$ cat src/hw/rtl/double_ended_queue_top_macros.svh
// Assertion macros used by the double-ended queue top module.
`ifndef DOUBLE_ENDED_QUEUE_TOP_MACROS_SVH
`define DOUBLE_ENDED_QUEUE_TOP_MACROS_SVH

`ifndef SYNTHESIS
`define DEQ_ASSERT_IMP(label, ante, cons) \
  label: assert property (@(posedge clk) disable iff (!rst_n) (ante) |-> (cons)) \
    else $error("assertion failed: same-cycle implication");
`define DEQ_ASSERT_NEXT(label, ante, cons) \
  label: assert property (@(posedge clk) disable iff (!rst_n) (ante) |=> (cons)) \
    else $error("assertion failed: next-cycle implication");
`else
`define DEQ_ASSERT_IMP(label, ante, cons)
`define DEQ_ASSERT_NEXT(label, ante, cons)
`endif

`endif

$ cat src/hw/rtl/deq_pkg.sv
`timescale 1ns / 1ps
// ----------------------------------------------------------------------------
// Double-ended queue package
// Sizes, command and error codes, and the structures passed between modules.
// ----------------------------------------------------------------------------
package deq_pkg;

  localparam int QUEUE_DEPTH = 1024;
  localparam int PTR_W       = (QUEUE_DEPTH > 1) ? $clog2(QUEUE_DEPTH) : 1;
  localparam int CNT_W       = $clog2(QUEUE_DEPTH + 1);
  localparam int SUM_W       = CNT_W + 1;
  localparam int WORD_W      = 32;

  typedef enum logic [2:0] {
    CMD_PUSH_FRONT = 3'd0,
    CMD_PUSH_BACK  = 3'd1,
    CMD_POP_FRONT  = 3'd2,
    CMD_POP_BACK   = 3'd3,
    CMD_READ_FRONT = 3'd4,
    CMD_READ_BACK  = 3'd5
  } cmd_t;

  typedef enum logic [1:0] {
    ERR_NONE  = 2'd0,
    ERR_FULL  = 2'd1,
    ERR_EMPTY = 2'd2
  } err_t;

  typedef struct packed {
    logic              we;
    logic              re;
    logic [PTR_W-1:0]  addr;
    logic [WORD_W-1:0] wdata;
  } ram_req_t;

  typedef struct packed {
    logic             word_valid;
    logic [CNT_W-1:0] count;
    logic             empty;
    err_t             err;
  } stat_t;

  function automatic logic [PTR_W-1:0] wrap_pos(input logic [SUM_W-1:0] p);
    logic [SUM_W-1:0] r;
    begin
      r = p;
      if (p >= SUM_W'(QUEUE_DEPTH)) begin
        r = p - SUM_W'(QUEUE_DEPTH);
      end
      return r[PTR_W-1:0];
    end
  endfunction

endpackage

$ cat src/hw/rtl/deq_ctrl.sv
`timescale 1ns / 1ps
// ----------------------------------------------------------------------------
// Double-ended queue pointer control
// Holds the front pointer and the count, decodes each command and issues the
// ring memory access.
// ----------------------------------------------------------------------------
module deq_ctrl (
  input  logic                         clk,
  input  logic                         rst_n,
  input  logic                         accept,
  input  logic [2:0]                   command,
  input  logic [deq_pkg::WORD_W-1:0]   push_value,
  output deq_pkg::ram_req_t            ram_req,
  output deq_pkg::stat_t               stat
);

  import deq_pkg::*;

  logic [PTR_W-1:0] front_r, front_nxt;
  logic [CNT_W-1:0] count_r, count_nxt;
  logic [PTR_W-1:0] front_dec, front_inc, tail_slot, back_slot;
  logic             full, empty;

  assign full      = (count_r == CNT_W'(QUEUE_DEPTH));
  assign empty     = (count_r == '0);
  assign front_dec = (front_r == '0) ? PTR_W'(QUEUE_DEPTH - 1) : front_r - 1'b1;
  assign front_inc = (front_r == PTR_W'(QUEUE_DEPTH - 1)) ? '0 : front_r + 1'b1;
  assign tail_slot = wrap_pos(SUM_W'(front_r) + SUM_W'(count_r));
  assign back_slot = (tail_slot == '0) ? PTR_W'(QUEUE_DEPTH - 1) : tail_slot - 1'b1;

  always_comb begin
    front_nxt       = front_r;
    count_nxt       = count_r;
    ram_req.we      = 1'b0;
    ram_req.re      = 1'b0;
    ram_req.addr    = front_r;
    ram_req.wdata   = push_value;
    stat.word_valid = 1'b0;
    stat.err        = ERR_NONE;
    case (cmd_t'(command))
      CMD_PUSH_FRONT, CMD_PUSH_BACK: begin
        if (full) begin
          stat.err = ERR_FULL;
        end else begin
          ram_req.we = 1'b1;
          count_nxt  = count_r + 1'b1;
          if (cmd_t'(command) == CMD_PUSH_FRONT) begin
            front_nxt    = front_dec;
            ram_req.addr = front_dec;
          end else begin
            ram_req.addr = tail_slot;
          end
        end
      end
      CMD_POP_FRONT, CMD_POP_BACK, CMD_READ_FRONT, CMD_READ_BACK: begin
        if (empty) begin
          stat.err = ERR_EMPTY;
        end else begin
          ram_req.re      = 1'b1;
          stat.word_valid = 1'b1;
          if (cmd_t'(command) == CMD_POP_FRONT || cmd_t'(command) == CMD_READ_FRONT) begin
            ram_req.addr = front_r;
          end else begin
            ram_req.addr = back_slot;
          end
          if (cmd_t'(command) == CMD_POP_FRONT) begin
            front_nxt = front_inc;
            count_nxt = count_r - 1'b1;
          end else if (cmd_t'(command) == CMD_POP_BACK) begin
            count_nxt = count_r - 1'b1;
          end
        end
      end
      default: begin
      end
    endcase
    ram_req.we = ram_req.we & accept;
    ram_req.re = ram_req.re & accept;
    stat.count = count_nxt;
    stat.empty = (count_nxt == '0);
  end

  always_ff @(posedge clk) begin
    if (!rst_n) begin
      front_r <= '0;
      count_r <= '0;
    end else if (accept) begin
      front_r <= front_nxt;
      count_r <= count_nxt;
    end
  end

endmodule

$ cat config.mk
export PLATFORM = sky130hd
export DESIGN_NAME = deq_ctrl
export DESIGN_NICKNAME = d
export VERILOG_FILES = /design/src/hw/rtl/double_ended_queue_top_macros.svh /design/src/hw/rtl/deq_pkg.sv /design/src/hw/rtl/deq_ctrl.sv
export SDC_FILE = /design/constraint.sdc
export NUM_CORES = 1
export LEC_CHECK = 0
export BUFFER_PORTS_ARGS = -buffer_cell sky130_fd_sc_hd__clkbuf_2
export CAP_MARGIN = 15
export CORE_ASPECT_RATIO = 1.5
export CORE_MARGIN = 2
export CORE_UTILIZATION = 45
export CTS_BUF_LIST = sky130_fd_sc_hd__clkbuf_8
export DETAILED_ROUTE_END_ITERATION = 16
export PLACE_DENSITY = 0.7
export SLEW_MARGIN = 30
export SYNTH_ARGS = -nofsm -noshare
export SYNTH_HDL_FRONTEND = slang
export SYNTH_SLANG_ARGS = --single-unit
$ cat constraint.sdc
create_clock -name clk -period 3.7 [get_ports clk]
set_input_delay 0.185 -clock clk [delete_from_list [all_inputs] [get_ports clk]]
set_output_delay 0.185 -clock clk [all_outputs]
set_load 0.03 [all_outputs]
* Word level (Yosys, flattened, before mapping) *
Index checks and enable logic that the tools add are counted.

cells by class
  $add $sub $neg = 7
  order comparisons = 1
  eq/ne operators = 11
  muxes and demuxes = 27
  bitwise operators = 2
  reductions and logical operators = 10

operators with widths
  cell                                                    number
  2-to-1 mux 10 bit                                       11
  2-to-1 mux 11 bit                                       5
  one-hot mux 10 bit (2 select lines)                     2
  subtractor 10 x 1 -> 10 bit (second input constant)     3
  zero test 11 bit                                        2
  one-hot mux 11 bit (2 select lines)                     1
  zero test 10 bit                                        2
  adder 10 x 11 -> 12 bit                                 1
  >= comparator 12 x 11 -> 1 bit (second input constant)  1
  adder 11 x 1 -> 11 bit (second input constant)          1
  equality test 11 bit (second input constant)            1
  subtractor 11 x 1 -> 11 bit (second input constant)     1
  adder 10 x 1 -> 10 bit (second input constant)          1
  equality test 10 bit (second input constant)            1
  != test 2 bit (second input constant)                   4
  equality test 3 x 2 -> 1 bit (second input constant)    2
  equality test 3 bit (second input constant)             2
  2-to-1 mux 1 bit                                        6
  AND reduction 6 bit                                     1
  one-hot mux 2 bit (2 select lines)                      1
  OR reduction 4 bit                                      1
  equality test 3 x 1 -> 1 bit (second input constant)    1
  zero test 3 bit                                         1
  bitwise AND 1 bit                                       2
  4 further kinds                                         4

word-level totals
  register bits after elaboration = 21
  bits of input ports = 38
  output and inout port bits = 59
  word-level logic and storage cells = 60

* Depth between registers and ports, before layout *
Gate-level depths: netlist (run 1).

  word-level depth = 9
  mapped depth = 10
  depth with buffers taken out = 10

* Worst setup path before layout (run 1) *
No wires, ideal clock.

  kind = reg-to-output
  start point = register front_r[1]
  end point = output port ram_req[39] in the netlist's numbering
  arrival time = 3322 ps
  required time = 3515 ps
  slack = 193 ps
  cell stages (with the launch flop) = 11
  path buffers = 1
  cells stage by stage = dfxtp_1 > clkbuf_1 > inv_1 > fa_1 > nand2b_1 > o2bb2ai_1 > xnor2_1 > or3_1 > a2111oi_2 > nor3_1 > o31ai_1

RTL lines
  item                    RTL line        text
  start, declared         deq_ctrl.sv:19  logic [PTR_W-1:0] front_r, front_nxt;
  start signal, assigned  deq_ctrl.sv:88  front_r <= front_nxt;
  end, declared           deq_ctrl.sv:13  output deq_pkg::ram_req_t ram_req,

==> results of run 1 <==
[cell families after synthesis]
logic type,count (synthesis),synth area share
AO/OA/AOI/OAI,151,0.2995
AND/OR/NAND/NOR,199,0.3026
flip-flops,21,0.1159
buffers and inverters,89,0.1466
multiplexers,15,0.04313
XOR/XNOR,13,0.03140
adder cells (fa/ha/maj),17,0.06073
[metal layers]
metal,share of wire,wire (um)
met5,0,0
met4,0.055,682
met3,0.054,664
met2,0.52,6351
met1,0.37,4607
[state kept, by name (all words and copies together), names as in the netlist]
| signal | flops |
|---|---|
| front_r | 10 |
| count_r | 11 |
[power groups by stage]
stage | clock network [W] | logic (W) | registers (W)
6_report | 0.000171 | 0.000566 | 0.000245
3_3_place_gp | 0 | 0.000534 | 0.000250
4_1_cts | 0.000175 | 0.000549 | 0.000245
2_1_floorplan | 0 | 0.000460 | 0.000246
3_5_place_dp | 0 | 0.000539 | 0.000250
5_1_grt | 0.000179 | 0.000607 | 0.000247
[area by class of cell]
| class | instances | area share |
|---|---|---|
| Multi-Input combinational cell | 395 | 0.7249 |
| Clock inverter | 1 | 0.001005 |
| Tap cell | 105 | 0.03519 |
| Sequential cell | 21 | 0.1133 |
| Clock buffer | 3 | 0.01106 |
| Inverter | 18 | 0.01810 |
| Timing Repair Buffer | 58 | 0.09651 |
[synthesized netlist by cell type (all sizes together) (5+ instances only)]
| cell | count | area (um^2) |
|---|---|---|
| mux2i | 13 | 133.9 |
| nand3 | 23 | 115.1 |
| nand4 | 8 | 56.30 |
| nor2 | 32 | 120.1 |
| xnor2 | 6 | 52.55 |
| o31ai | 6 | 45.04 |
| clkbuf | 32 | 160.1 |
| o211ai | 5 | 37.54 |
| ha | 16 | 200.2 |
| and2 | 7 | 46.29 |
| a22oi | 7 | 52.55 |
| inv | 17 | 63.81 |
| o21ai | 41 | 205.2 |
| buf | 39 | 304.0 |
| nor4 | 9 | 83.83 |
| or3 | 7 | 48.80 |
| dfxtp | 21 | 420.4 |
| nor2b | 19 | 121.4 |
| o22ai | 5 | 31.28 |
| o2111ai | 5 | 43.79 |
| and3 | 8 | 51.30 |
| o41ai | 5 | 77.58 |
| xor2 | 7 | 61.31 |
| nand2 | 44 | 165.2 |
| a21oi | 22 | 110.1 |
| a31oi | 7 | 43.79 |
| nor3 | 17 | 90.09 |
[cell usage in the layout, fill, tap and decap left out, drive strengths merged, types with 9 or more instances in the layout]
cell / count
clkbuf: 33
dfxtp: 21
o21ai: 41
nor2b: 19
nor4: 9
nor2: 32
mux2i: 13
nand2: 44
nor3: 17
buf: 28
inv: 18
nand3: 23
ha: 16
a21oi: 22
[repair_timing]
| item | in CTS | in global routing |
|---|---|---|
| endpoints found under the setup margin | 1 | 4 |
| buffers inserted | 0 | 0 |
| resized for setup | 1 | 11 |
| pin swaps | 0 | 1 |
[through the flow]
step | area, um^2 | total power (W)
3_5_place_dp | 3649 | 0.0007888
2_1_floorplan | 3626 | 0.0007068
6_report | 3734 | 0.0009825
5_1_grt | 3734 | 0.001033
3_3_place_gp | 3649 | 0.0007837
4_1_cts | 3706 | 0.0009689
[worst register-to-register path, cell delays in order (launching register included)]
cell	delay [ns]
dfxtp_1	0.36
buf_4	0.16
inv_1	0.05
ha_1	0.21
or2b_4	0.27
nor4_4	0.07
buf_4	0.17
o21ai_1	0.17
o2111ai_1	0.44
or3_1	0.49
a21boi_0	0.16
[worst paths after layout]
path              slack (ns)           from  cells past startpoint           to
setup reg to reg        1.09     count_r[0]                     10   front_r[8]
hold reg to reg         0.61     count_r[1]                      2   count_r[1]
setup / recovery        0.12     count_r[0]                     12  ram_req[39]
hold / removal          0.37  push_value[0]                      0   ram_req[0]
==> summary.txt, run 1 <==
Critical path
  – CP bufs+invs: 3
  – Endpoint arrival time on the critical path: ~3.4 ns
  – Setup crit start kind: flip-flop
  – Worst EP required: between 3 and 4 ns
  – WS Path Type: reg2out
  – Critical-path maximum fanout: 5
  – Worst path max stage delay: 0.46 ns
  – Endpoint class of the critical path: output pin
  – CP top delay family: simple AND/OR/NAND/NOR gates
  – Worst-path cell chain: ha_1 -> inv_1 -> fa_1 -> nand2b_1 -> a21oi_1 -> o311ai_1 -> buf_4 -> nor4_1 -> xnor2_1 -> nor3_1 -> o31ai_2 -> buf_4
  – Crit path top cell by count: buf_4
  – Crit-path slowest cell: fa_1

Job
  – Max cap viols: 0

Placement
  – Port-buffer cells: 32
  – Routability cong.: around 0.99
  – DP Worst Slack: between 0.3 and 0.4 ns
  – DPL Wire Length: ~9400 um
  – Placed Cells: 597

Synthesis
  – Mapped Area: between 0.003 and 0.004 mm^2
  – Yosys warns: 0
  – Synth Flop Type: dfxtp_1
  – Syn Nets: 560
  – Flops & latches, synth: 21
  – Post-Syn Instances: ~510
  – Syn Area/Cell: 7.180 um^2
  – Post-synth EDFFs: 0
  – Sequential share of the synthesized area: 0.1159
  – Distinct cells, synth: 88
  – Share of flip-flops with an asynchronous set or reset: 0

Final layout
  – Fillers: just under 900
  – Final nets: about 550
  – Non-filler cells, final: 601
  – Area of the multi-input gates: about 0.0027 mm^2
  – Antenna Diode Count: 0
  – Register Area: 422.9 um^2
  – Final core utilization: 0.4722
  – Layout cells sized above 1: 0.1956
  – Area delta synth->final: 2.968%

Global routing
  – First-pass GRT wire length: 19240 um
  – Gr usage total: 0.2753
  – Pin count of the biggest net entering global routing: 31
  – Global-route met2 utilization: 0.5113
  – M3 GR Usage: 0.02215
  – Met1 global-route usage: 0.2943
  – Vias in the first global route: around 3800
  – GRT overflow: 0
  – GRT busiest layer: met2
  – Initial antenna violation count: 0

Timing
  – Final min period: 3.583 ns
  – Setup TNS: 0 ns
  – Worst Slack Setup Final: between 0.1 and 0.15 ns
  – RSZ-0062 raised after global routing: no
  – Tcrit/Tclk final: 0.9685
  – Clock Skew: 0.001218 ns
  – Highest Clock Rate: around 280 MHz
  – Final setup viols: 0
  – Slew of the pin with the lowest slew margin: roughly 0.86 ns
  – Relative slew slack: 0.4216
  – Hold WS: ~0.37 ns
  – Hold Fails Final Rpt: 0
  – Final slew viol count: 0

Clock network
  – Skew-Pair Late Insertion Delay: 0.28 ns
  – H-tree Lvls: 1
  – Root Driver: clkbuf_8
  – Max clock buf depth: 2
  – Clk slew on worst S/H paths: roughly 0.090 ns
  – CTS Buf Count: 3
  – Clock sink count: 21
  – Post-CTS Hold Buffers: 0
  – CTS tree: built

Route
  – Vias/cell: about 6.5
  – DR iter-0 viols: around 400
  – Total Wirelength: around 12000 um
  – Routed vias: a little under 4000
  – Antenna Nets Post-Route: 0
  – Routed len/inst: around 20 um
  – DRT Pass-1 Iters: 5
  – Remaining DRCs: 0

Power
  – Clk network pwr share: 0.174
  – Net Sw Power: around 0.00047 W
  – VDD IR max: between 0.0001 and 0.00015 V
  – Sequential share of power: 0.249
  – Sw Ratio: 0.4793
  – P per Cell Area: 263.2 mW/mm^2
  – Comb pwr share: 0.576
  – P_leak: between 1.5 and 2 nW
  – Int Power: 0.0005116 W

Floorplanning
  – # rows: 40
  – I/O pin total: slightly below 100
  – Die height: roughly 110 um
  – Initial Utilization: 0.4585
  – Die X: around 77 um
  – CORE AREA: about 0.0079 mm^2
  – Die area: approximately 0.0088 mm^2

Min path
  – Worst min path class: in2out

Run status
  – Status: completed
Note: power is estimated with default switching activity, not from simulation.
==> run 2, diff against run 1 <==
--- a/config.mk
+++ b/config.mk
@@ -7,7 +7,6 @@
 export LEC_CHECK = 0
 export BUFFER_PORTS_ARGS = -buffer_cell sky130_fd_sc_hd__clkbuf_2
 export CAP_MARGIN = 15
-export CORE_ASPECT_RATIO = 1.5
 export CORE_MARGIN = 2
 export CORE_UTILIZATION = 45
 export CTS_BUF_LIST = sky130_fd_sc_hd__clkbuf_8
==> run 2 against run 1 <==
Routed wire length is 10% lower. Global-route usage is 3.2 points lower. Clock skew is 0.0073 ns higher. Non-clock buffer count is 9 lower. Utilization is 0.083 points lower. Sequential cell count stayed put. Power is 2.1% lower. Die area is 0.17% lower.
==> summary.txt, run 2 (synthesis gave the netlist of run 1 again) <==
Run status
  – Status: completed (unchanged)

Clock network
  – Clk slew on worst S/H paths: 0.09 ns (about the same)
  – Post-CTS Hold Buffers: 0 (unchanged)
  – Clock sink count: 21 (unchanged)
  – Max clock buf depth: 2 (unchanged)
  – Skew-Pair Late Insertion Delay: 0.28 ns (about the same)
  – H-tree Lvls: 1 (unchanged)
  – CTS tree: built (unchanged)
  – Root Driver: clkbuf_8 (unchanged)
  – CTS Buf Count: 3 (unchanged)

Power
  – Overall Power: 0.0009619 W (was 0.0009825 W)
  – Clk network pwr share: 0.177 (was 0.174)
  – Int Power: 0.0005064 W (was 0.0005116 W)
  – Sequential share of power: 0.261 (was 0.249)
  – P per Cell Area: 262.8 mW/mm^2 (was 263.2 mW/mm^2)
  – Net Sw Power: 0.0004555 W (was 0.0004709 W)
  – P_leak: 1.463 nW (was 1.518 nW)
  – VDD IR max: 0.0001619 V (was 0.0001364 V)
  – Sw Ratio: 0.4735 (was 0.4793)
  – Comb pwr share: 0.562 (was 0.576)

Final layout
  – Most frequent cells in the layout: nand2_1 (44), o21ai_0 (32), nor2_1 (32) (unchanged)
  – Number of flip-flops in the largest register: 11 (unchanged)
  – Largest Register: count_r (unchanged)
  – Biggest registers after layout: count_r: 11 flops, front_r: 10 flops (unchanged)
  – Layout cells sized above 1: 0.1869 (was 0.1956)
  – Area delta synth->final: 0.9661% (was 2.968%)
  – Commonest non-fill, non-tap cell in the layout: nand2_1 (unchanged)
  – Design area: 0.003661 mm^2 (was 0.003734 mm^2)
  – Antenna Diode Count: 0 (unchanged)
  – Final nets: 543 (was 552)

Global routing
  – First-pass GRT wire length: 17370 um (was 19240 um)
  – GRT busiest layer: met2 (unchanged)
  – M3 GR Usage: 0.03692 (was 0.02215)
  – Global-route met2 utilization: 0.3875 (was 0.5113)
  – Gr usage total: 0.2430 (was 0.2753)
  – Met1 global-route usage: 0.3402 (was 0.2943)
  – Initial antenna violation count: 0 (unchanged)
  – Pin count of the biggest net entering global routing: 30 (was 31)
  – Vias in the first global route: 3364 (was 3833)
  – GRT overflow: 0 (unchanged)

Floorplanning
  – Die height: 93.77 um (was 113.9 um)
  – Initial Utilization: 0.4668 (was 0.4585)
  – Die area: 0.008792 mm^2 (was 0.008806 mm^2)
  – Die X: 93.77 um (was 77.29 um)
  – CORE AREA: 0.007767 mm^2 (was 0.007908 mm^2)
  – # rows: 32 (was 40)
  – I/O pin total: 97 (unchanged)

Timing
  – Tcrit/Tclk final: 0.9659 (was 0.9685)
  – Final setup viols: 0 (unchanged)
  – Slew of the pin with the lowest slew margin: 0.8092 ns (was 0.8563 ns)
  – Hold WS: 0.3700 ns (about the same)
  – Final min period: 3.574 ns (was 3.583 ns)
  – Hold Fails Final Rpt: 0 (unchanged)
  – Highest Clock Rate: 279.8 MHz (was 279.1 MHz)
  – Relative slew slack: 0.4534 (was 0.4216)
  – Setup TNS: 0 ns (unchanged)
  – RSZ-0062 raised after global routing: no (unchanged)
  – Final slew viol count: 0 (unchanged)
  – Clock Skew: 0.008528 ns (was 0.001218 ns)

Critical path
  – CP bufs+invs: 3 (unchanged)
  – Endpoint class of the critical path: output pin (unchanged)
  – WS Path Type: reg2out (unchanged)
  – Endpoint arrival time on the critical path: 3.39 ns (was 3.40 ns)
  – Worst EP required: 3.51 ns (about the same)
  – Worst path max stage delay: 0.61 ns (was 0.46 ns)
  – Crit-path slowest cell: or4_4 (was fa_1)
  – Setup crit start kind: flip-flop (unchanged)
  – CP top delay family: simple AND/OR/NAND/NOR gates (unchanged)
  – Worst-path cell chain: buf_4 -> or4_4 -> o41ai_4 -> inv_2 -> a221oi_2 -> a21oi_1 -> or4_4 -> nor4_2 -> clkbuf_2 (was ha_1 -> inv_1 -> fa_1 -> nand2b_1 -> a21oi_1 -> o311ai_1 -> buf_4 -> nor4_1 -> xnor2_1 -> nor3_1 -> o31ai_2 -> buf_4)
  – Critical-path maximum fanout: 10 (was 5)
  – Crit path top cell by count: or4_4 (was buf_4)

Route
  – Total Wirelength: 11070 um (was 12310 um)
  – Antenna Nets Post-Route: 0 (unchanged)
  – Remaining DRCs: 0 (unchanged)
  – DR iter-0 viols: 535 (was 406)
  – Routed vias: 3866 (was 3919)
  – Vias/cell: 6.564 (was 6.521)
  – Routed len/inst: 18.79 um (was 20.47 um)
  – DRT Pass-1 Iters: 6 (was 5)

Placement
  – DPL Wire Length: 8297 um (was 9433 um)
  – Routability cong.: 0.9755 (was 0.9876)
  – Placed cell areas: 0.003562 mm^2 (was 0.003649 mm^2)
  – Port-buffer cells: 32 (unchanged)

Min path
  – Worst min path class: in2out (unchanged)

Job
  – Max cap viols: 0 (unchanged)
run 2: cell count changes in the layout (fill, tap and decap cells not counted), sizes merged:
cell      delta
clkbuf       +1
buf         -10
clkinvlp     +1
inv          -1
run 2: worst register-to-register path, cell delays in order (launching register included):
cell and delay [ns]:
dfxtp_2 0.38, inv_1 0.15, ha_1 0.20, or2b_2 0.39, o41ai_2 0.54, o21ai_0 0.20, o2111ai_1 0.36, o21ai_0 0.19
a21boi_0 0.38
run 2: cell type report:
| cell class | instances | area, um^2 |
|---|---|---|
| Fill cell | 805 | 4106 |
| Clock buffer | 3 | 41.29 |
| Sequential cell | 21 | 425.4 |
| Multi-Input combinational cell | 395 | 2704 |
| Inverter | 18 | 67.56 |
| Clock inverter | 1 | 7.507 |
| Tap cell | 102 | 127.6 |
| Timing Repair Buffer | 49 | 287.8 |
run 2: power groups by stage:
stage                     combinational [W]  clock (W)  sequential [W]
after floorplan                    0.000460          0        0.000246
after global placement             0.000503          0        0.000255
after detailed placement           0.000508          0        0.000255
after CTS                          0.000518   0.000171        0.000250
after global routing               0.000587   0.000179        0.000253
final                              0.000540   0.000170        0.000251
run 2: stage by stage:
step	worst slack, ns	std cells	util
3_5_place_dp	0.2885	583	0.4586
6_report	0.1263	589	0.4713
4_1_cts	0.06510	587	0.4665
2_1_floorplan	0.1929	505	-
5_1_grt	0.007561	589	0.4713
3_3_place_gp	0.3625	583	0.4586
run 2: per-layer routing:
metal / part of all wire / wire length, um
met5: 0 / 0
met3: 0.090 / 1001
met2: 0.46 / 5037
met4: 0.027 / 298
met1: 0.43 / 4730
run 2: final timing paths:
path	start	end	slack, ns	cells after the start
worst max-delay path	count_r[6]	stat[2]	0.13	9
worst min-delay path	push_value[10]	ram_req[10]	0.37	0
worst max register to register	count_r[1]	front_r[6]	0.79	8
worst min register to register	front_r[1]	front_r[1]	0.58	2
run 2: what timing repair did:
action / CTS / global route
gates resized for setup: 1 / 9
setup endpoints to repair: 2 / 8
buffers inserted: 0 / 2
pin swaps: 0 / 2
==> run 3, diff against run 2 <==
==> constraint.sdc (replaced) <==
create_clock -name clk -period 3.7 [get_ports clk]
set_input_delay 0.555 -clock clk [delete_from_list [all_inputs] [get_ports clk]]
set_output_delay 0.555 -clock clk [all_outputs]
set_load 0.03 [all_outputs]
==> run 3 against run 2 <==
Die area did not move. Clock power hardly changed. Non-clock buffer count grew 39. Utilization rose by 7.5 points. Routed wire length grew 14%. Highest routed layer unchanged. Register-to-register slack better by 0.27 ns. Power increased by 13%. Combinational power up 23%. Worst setup slack got worse by 0.10 ns. Sequential share of layout area is 1.5 points lower. Sequential power about the same. Global-route usage up 2.9 points.
==> summary.txt, run 3 (synthesis gave the netlist of run 1 again) <==
Clock network
  – CTS tree: built (unchanged)
  – H-tree Lvls: 1 (unchanged)
  – Max clock buf depth: 2 (unchanged)
  – CTS Buf Count: 3 (unchanged)
  – Root Driver: clkbuf_8 (unchanged)
  – Clk slew on worst S/H paths: 0.09 ns (about the same)
  – Post-CTS Hold Buffers: 0 (unchanged)
  – Clock sink count: 21 (unchanged)
  – Skew-Pair Late Insertion Delay: 0.28 ns (about the same)

Critical path
  – Critical path origin: count_r[6] (unchanged)
  – Critical-path maximum fanout: 10 (unchanged)
  – Worst EP required: 3.14 ns (was 3.51 ns)
  – Endpoint arrival time on the critical path: 3.12 ns (was 3.39 ns)
  – Setup crit start kind: flip-flop (unchanged)
  – Critical R2R Capture: count_r[4] (was front_r[6])
  – Worst r2r src: count_r[0] (was count_r[1])
  – Internal reg-to-reg setup slack: 1.06 ns (was 0.79 ns)
  – R2R depth: 13 (was 8)
  – Crit path to: stat[2] (unchanged)
  – Endpoint class of the critical path: output pin (unchanged)
  – WS Path Type: reg2out (unchanged)

Route
  – Remaining DRCs: 0 (unchanged)
  – DRT Pass-1 Iters: 5 (was 6)
  – Vias/cell: 6.581 (was 6.564)
  – Routed len/inst: 20.02 um (was 18.79 um)
  – Antenna Nets Post-Route: 0 (unchanged)
  – Routed vias: 4133 (was 3866)
  – Total Wirelength: 12570 um (was 11070 um)
  – DR iter-0 viols: 576 (was 535)

Placement
  – Port-buffer cells: 32 (unchanged)
  – DP Worst Slack: -0.01306 ns (was 0.2885 ns)
  – DPL Wire Length: 9237 um (was 8297 um)
  – Routability cong.: 1.018 (was 0.9755)

Global routing
  – Gr usage total: 0.2718 (was 0.2430)
  – Initial antenna violation count: 0 (unchanged)
  – GRT overflow: 0 (unchanged)
  – Vias in the first global route: 3768 (was 3364)
  – Pin count of the biggest net entering global routing: 29 (was 30)
  – First-pass GRT wire length: 19300 um (was 17370 um)

Final layout
  – Layout cells sized above 1: 0.3137 (was 0.1869)
  – Biggest registers after layout: count_r: 11 flops, front_r: 10 flops (unchanged)
  – Area delta synth->final: 16.98% (was 0.9661%)
  – Largest Register: count_r (unchanged)
  – Number of flip-flops in the largest register: 11 (unchanged)
  – Most frequent cells in the layout: buf_4 (57), nand2_1 (43), o21ai_0 (32) (was nand2_1 (44), o21ai_0 (32), nor2_1 (32))
  – Commonest non-fill, non-tap cell in the layout: buf_4 (was nand2_1)
  – Antenna Diode Count: 0 (unchanged)
  – Final nets: 582 (was 543)

Timing
  – Worst Slack Setup Final: 0.02635 ns (was 0.1263 ns)
  – Final min period: 3.674 ns (was 3.574 ns)
  – Final slew viol count: 0 (unchanged)
  – RSZ-0062 raised after global routing: yes (was no)
  – Final setup viols: 0 (unchanged)
  – Hold Fails Final Rpt: 0 (unchanged)
  – Highest Clock Rate: 272.2 MHz (was 279.8 MHz)
  – Tcrit/Tclk final: 0.9929 (was 0.9659)
  – Slew of the pin with the lowest slew margin: 0.7295 ns (was 0.8092 ns)
  – Clock Skew: 0.001864 ns (was 0.008528 ns)
  – Relative slew slack: 0.5132 (was 0.4534)
  – Hold WS: 0.5919 ns (was 0.3700 ns)

Floorplanning
  – I/O pin total: 97 (unchanged)
  – # rows: 32 (unchanged)
  – Die area: 0.008792 mm^2 (unchanged)
  – Die height: 93.77 um (unchanged)
  – Initial Utilization: 0.4668 (unchanged)
  – CORE AREA: 0.007767 mm^2 (unchanged)
  – Die X: 93.77 um (unchanged)

Run status
  – Status: completed (unchanged)

Power
  – P per Cell Area: 256.0 mW/mm^2 (was 262.8 mW/mm^2)
  – VDD IR max: 0.0001416 V (was 0.0001619 V)
  – P_leak: 1.728 nW (was 1.463 nW)

Job
  – Max cap viols: 0 (unchanged)

Min path
  – Worst min path class: reg2reg (was in2out)
run 3: cell types whose count changed in the layout (fill, tap and decap cells not counted), sizes merged:
cell	change
buf	+42
clkbuf	-3
run 3: stage by stage:
step	instances	setup TNS, ns	util	total power, W	instance area, um^2
3_5_place_dp	613	-0.01306	0.4911	0.0008180	3815
2_1_floorplan	505	0	-	0.0007148	3654
5_1_grt	628	-0.1651	0.5461	0.001141	4242
4_1_cts	622	-0.006118	0.5161	0.001025	4009
6_report	628	0	0.5461	0.001086	4242
3_3_place_gp	613	0	0.4911	0.0008089	3815
run 3: worst min path at each step:
stage                     startpoint         end  slack (ns)  cells after the start
after detailed placement  count_r[1]  count_r[1]        0.60                      2
after global placement    count_r[1]  count_r[1]        0.59                      2
after floorplan           front_r[8]  front_r[8]        0.53                      2
after CTS                 count_r[1]  count_r[1]        0.58                      2
after global routing      count_r[9]  count_r[9]        0.63                      2
final                     count_r[1]  count_r[1]        0.59                      2
run 3: per-layer routing:
| metal | share of wire | global-route usage | vias up |
|---|---|---|---|
| met1 | 0.43 | 0.3809 | 1934 |
| li1 | - | - | 1903 |
| met4 | 0.025 | 0.09179 | 0 |
| met2 | 0.46 | 0.4173 | 253 |
| met5 | 0 | 0 | - |
| met3 | 0.090 | 0.04976 | 43 |
run 3: area by class of cell:
class	count	area [um^2]
fillers	723	3526
multi-input cells	395	2944
repair buffers	88	621.8
flip-flops and latches	21	429.2
well taps	102	127.6
inverters	18	70.07
clock buffers	3	41.29
clock inverters	1	7.507
run 3: repair_timing:
item | 4_1_cts | 5_1_grt
gates cloned | 0 | 0
buffers inserted | 5 | 6
resized for setup | 22 | 45
pin swaps | 7 | 15
setup endpoints to repair | 7 | 9
run 3: critical path, stage by stage (launching register included):
cell,delay (ns)
dfxtp_1,0.34
buf_4,0.18
or4_4,0.50
o41ai_4,0.42
inv_2,0.12
a221oi_2,0.29
a21oi_1,0.12
or4_4,0.50
nor4_4,0.16
clkbuf_8,0.20
run 3: report_power, final:
group / internal (W) / switching (W)
combinational: 0.000268 / 0.000396
sequential: 0.000235 / 0.0000136
clock: 0.0000766 / 0.0000959
